<file path="config.mk">
export PLATFORM = sky130hd
export DESIGN_NAME = cbd_mod_unit
export DESIGN_NICKNAME = d
export VERILOG_FILES = /design/src/design/cbd_pkg.sv /design/src/design/cbd_mod_unit.sv
export SDC_FILE = /design/constraint.sdc
export NUM_CORES = 1
export LEC_CHECK = 0
export ABC_AREA = 1
export BUFFER_PORTS_ARGS = -buffer_cell sky130_fd_sc_hd__buf_2
export CORE_ASPECT_RATIO = 0.7
export CORE_MARGIN = 2
export CORE_UTILIZATION = 35
export CTS_CLUSTER_DIAMETER = 150
export DETAILED_ROUTE_END_ITERATION = 16
export GPL_ROUTABILITY_DRIVEN = 1
export HOLD_SLACK_MARGIN = 0.12
export PLACE_DENSITY_LB_ADDON = 0.12
export SETUP_SLACK_MARGIN = 0.1
export SYNTH_ARGS = -nofsm -noshare
export SYNTH_HDL_FRONTEND = slang
export SYNTH_SLANG_ARGS = --single-unit
</file>
<file path="constraint.sdc">
create_clock -name aclk -period 2.8 [get_ports aclk]
set_input_delay 0.14 -clock aclk [delete_from_list [all_inputs] [get_ports aclk]]
set_output_delay 0.14 -clock aclk [all_outputs]
set_load 0.1 [all_outputs]
</file>
<file path="src/design/cbd_pkg.sv">
// Shared types and constants for the cursor block deinterleaver.
`timescale 1ns / 1ps

package cbd_pkg;

    // Field widths
    localparam int SYM_W = 8;
    localparam int COL_W = 9;
    localparam int OP_W  = 2;
    localparam int CFG_IDX_W = 2;

    // Operation codes carried in tuser
    localparam logic [OP_W-1:0] OP_WRITE   = 2'd0;
    localparam logic [OP_W-1:0] OP_READ    = 2'd1;
    localparam logic [OP_W-1:0] OP_RESTART = 2'd2;

    // Register indexes
    localparam logic [CFG_IDX_W-1:0] REG_COLUMN_COUNT = 2'd0;
    localparam logic [CFG_IDX_W-1:0] REG_REWIND       = 2'd1;

    // Register reset values
    localparam logic [COL_W-1:0] RST_COLUMN_COUNT = 9'd54;
    localparam logic [COL_W-1:0] RST_REWIND       = 9'd17;
    localparam logic [COL_W-1:0] RST_SHIFT_MOD    =
        COL_W'(int'(RST_REWIND) % int'(RST_COLUMN_COUNT));

    // Status of the serial modulo unit
    typedef struct packed {
        logic             busy;
        logic [COL_W-1:0] shift;
    } cbd_mod_status_t;

endpackage

</file>
<file path="src/design/cbd_mod_unit.sv">
// Bit-serial remainder unit: rewind step modulo the effective column count.
`timescale 1ns / 1ps

module cbd_mod_unit (
    input  logic                    aclk,
    input  logic                    aresetn,
    input  logic                    start,
    input  logic [cbd_pkg::COL_W-1:0] dividend,
    input  logic [cbd_pkg::COL_W-1:0] divisor,
    output cbd_pkg::cbd_mod_status_t  status
);
    import cbd_pkg::*;

    localparam int CNT_W = $clog2(COL_W);

    logic             busy_reg;
    logic [CNT_W-1:0] cnt_reg;
    logic [COL_W-1:0] rem_reg;
    logic [COL_W-1:0] result_reg;

    logic [COL_W:0]   trial;
    logic [COL_W:0]   rem_step;
    logic [COL_W-1:0] rem_next;

    // One restoring step: shift in the next dividend bit, subtract if it fits
    always_comb begin
        trial    = {rem_reg, dividend[cnt_reg]};
        rem_step = (trial >= {1'b0, divisor}) ? (trial - {1'b0, divisor}) : trial;
        rem_next = rem_step[COL_W-1:0];
    end

    // Sequencer, MSB first; a new start restarts the pass
    always_ff @(posedge aclk) begin
        if (!aresetn) begin
            busy_reg   <= 1'b0;
            cnt_reg    <= '0;
            result_reg <= RST_SHIFT_MOD;
        end else if (start) begin
            busy_reg <= 1'b1;
            cnt_reg  <= CNT_W'(COL_W - 1);
            rem_reg  <= '0;
        end else if (busy_reg) begin
            rem_reg <= rem_next;
            if (cnt_reg == '0) begin
                busy_reg   <= 1'b0;
                result_reg <= rem_next;
            end else begin
                cnt_reg <= cnt_reg - 1'b1;
            end
        end
    end

    assign status.busy  = busy_reg;
    assign status.shift = result_reg;

endmodule

</file>
==> results.json <==
{
  "synth.area.top_cells": "dfxtp_1, edfxtp_1, nand2_1, inv_1, nand3_1",
  "p_int_uw": 602,
  "final_nets": 313,
  "routed_wl_um": 3920,
  "powerDensity_nw_per_um2": 491,
  "worstPathMaxFanout": 10,
  "die_h_um": 63.5,
  "syn-mean-instance-area_um2": 7.10,
  "drt_iter0_drc": 84,
  "nFillCells": 546,
  "synth-simple-area-share": 0.374,
  "rows": 21,
  "fmax_mhz": 399,
  "leakage_nw": 1.06,
  "synth_compound_area_frac": 0.0899,
  "antenna_left": 0,
  "status": "finished clean",
  "synth.most_common_cell": "nand2_1",
  "fin_area_um2": 2030,
  "synth_top_family_by_area": "simple AND/OR/NAND/NOR gates",
  "design.die.area_um2": 5640,
  "numCtsBuffers": 3,
  "final.setup.tns_ns": 0,
  "irDropWorstVdd_mv": 0.272,
  "yosysWarnings": 0,
  "cts_tree": "yes",
  "grt-ovfl-total": 0,
  "synth_top_area_frac": 0.159,
  "drcViolationCount": 0,
  "ff2ff_setup_slack_ns": 0.29,
  "fin_util": 0.420,
  "track_usage": 0.149,
  "synth_cells": 249,
  "synth-xor-area-share": 0.0149,
  "worstMarginPinSlew_ns": 0.497,
  "synth_top_cells_by_count": "nand2_1, inv_1, nand3_1, nor2_1",
  "hp-start": "start",
  "clk_latency_ns": 0.27,
  "fin_hold_ws_ns": 0.303,
  "holdPathStages": 2,
  "grt_max_degree": 14,
  "num_io_pins": 31,
  "worstHoldEndpoint": "rem_reg[0]",
  "routabilityCongestion": 0.805,
  "clk_transition_reported_paths_ns": 0.09,
  "antenna_found_initial": 0,
  "critical_path_class": "reg -> reg",
  "layout_min_cycle_time_ns": 2.51,
  "crit_arrival_ns": 2.53,
  "p_clk_frac": 0.210,
  "hpwl_um": 3240,
  "htree_levels": 1,
  "maxSlewHeadroom": 0.671,
  "firstDrtPassIters": 4,
  "grt_setup_unrepaired": "false",
  "fin_total_pwr_uw": 996,
  "clock-sinks": 23,
  "rr_worst_depth": 15,
  "crit_path_end_kind": "flop",
  "worstReg2RegStart": "cnt_reg[0]",
  "clock_skew_ns": 0.00770,
  "clockBufferDepth": 2,
  "area_growth_pct": 14.7,
  "drv_cap": 0,
  "hold_path_class": "in -> reg",
  "hold_violations": 0,
  "swShare": 0.396,
  "p_switching_uw": 394,
  "routed_via_density": 4.47,
  "setup_viol": 0,
  "grt_pass1_vias": 1357,
  "synthFlopType": "dfxtp_1",
  "detail_route.wl_per_cell_um": 11.2,
  "port_buffers": 30,
  "cp.required_ns": 2.82,
  "ys_async_sr_fraction": 0,
  "synth_edf_count": 9,
  "ys_ff_latch": 23,
  "seqPwrFrac": 0.395,
  "synth_seq_area_share": 0.311,
  "r2r_end": "rem_reg[0]",
  "placed_area_um2": 1970,
  "via_count": 1560,
  "drive_gt1_frac": 0.268,
  "synth_mux_area_frac": 0,
  "finalCritPeriodShare": 0.895,
  "post-synth-top-area-cell": "dfxtp_1",
  "syn_nets": 281,
  "synth.distinct_cells": 29,
  "netlist_area_um2": 1770,
  "slew_viol_final": 0,
  "yosys.area_share.adder": 0.0821,
  "cts_root_buf": "clkbuf_8",
  "comb_power_share": 0.395,
  "antenna_cells": 0,
  "initial_core_util": 0.366,
  "core_area_um2": 4830,
  "die_x_um": 88.9,
  "grt_pass1_wl_um": 6530,
  "startpoint_type": "flop"
}
==> worst max path at each step <==
stage          slack [ns]  depth (start not counted)    endpoint       start
3_5_place_dp         0.22                         14  rem_reg[0]  cnt_reg[0]
4_1_cts              0.20                         14  rem_reg[4]  cnt_reg[0]
3_3_place_gp         0.29                         14  rem_reg[0]  cnt_reg[0]
2_1_floorplan        0.46                         14  rem_reg[0]  cnt_reg[0]
6_report             0.29                         15  rem_reg[0]  cnt_reg[0]
5_1_grt              0.11                         15  rem_reg[4]  cnt_reg[1]
==> power by group through the flow <==
stage | clock, mW | sequential [mW] | combinational (mW)
2_1_floorplan | 0 | 0.449 | 0.272
3_3_place_gp | 0 | 0.402 | 0.394
4_1_cts | 0.215 | 0.394 | 0.395
3_5_place_dp | 0 | 0.401 | 0.391
5_1_grt | 0.231 | 0.397 | 0.439
6_report | 0.209 | 0.393 | 0.393
==> what timing repair did <==
action,CTS,global route
buffers inserted,0,0
endpoints found under the hold margin,1,0
endpoints found under the setup margin,0,17
resized for setup,0,4
hold buffers,1,0
==> worst max-delay path, stage by stage, from the launching register on <==
cell and delay, ns:
dfxtp_2 0.38, nor2_1 0.06, nor2_1 0.08, o21ai_0 0.09
a21oi_1 0.15, nor2_1 0.10, ha_1 0.22, fa_1 0.41
inv_1 0.10, nand4_2 0.12, nand2_2 0.12, nand2_4 0.11
nand2_8 0.13, nand2_2 0.08, nand2_2 0.07, nor2_2 0.03
==> routing by layer <==
metal	track usage	vias up	wire, µm
met4	0.0112	0	8
met5	0	-	0
met1	0.255	672	2270
met2	0.188	36	1460
li1	-	850	-
met3	0.0393	2	183
==> metrics by stage <==
stage	instances	setup slack, ns
6_report	349	0.294
5_1_grt	349	0.112
2_1_floorplan	249	0.461
4_1_cts	349	0.195
3_3_place_gp	344	0.290
3_5_place_dp	344	0.216
==> logic make-up (layout without fill, tap and decap cells) <==
group	count (synthesis)	after routing
simple gates	131	131
buf+inv	53	84
flops	23	23
fa+ha+maj	11	11
compound gates	28	28
xor+xnor	3	3
==> placed cells by master, fill, tap and decap left out, types with 2 or more instances in the layout <==
cell type   n
a21oi_1    19
buf_2      30
buf_4       2
clkbuf_8    3
dfxtp_1    13
edfxtp_1    9
ha_1       10
inv_1      43
inv_2       4
nand2_1    48
nand2_2    19
nand3_1    26
nand3_2     3
nor2_1     24
nor2_2      3
nor3_4      2
o21ai_0     5
xnor2_1     2
==> layout make-up <==
type,count,area [µm²],area share
clock inverters,1,5.00,0.00247
multi-input cells,173,992,0.489
flip-flops and latches,23,552,0.272
inverters,47,176,0.0870
well taps,69,86.3,0.0426
repair buffers,33,175,0.0864
clock buffers,3,41.3,0.0204
(Power assumes the default switching activity.)
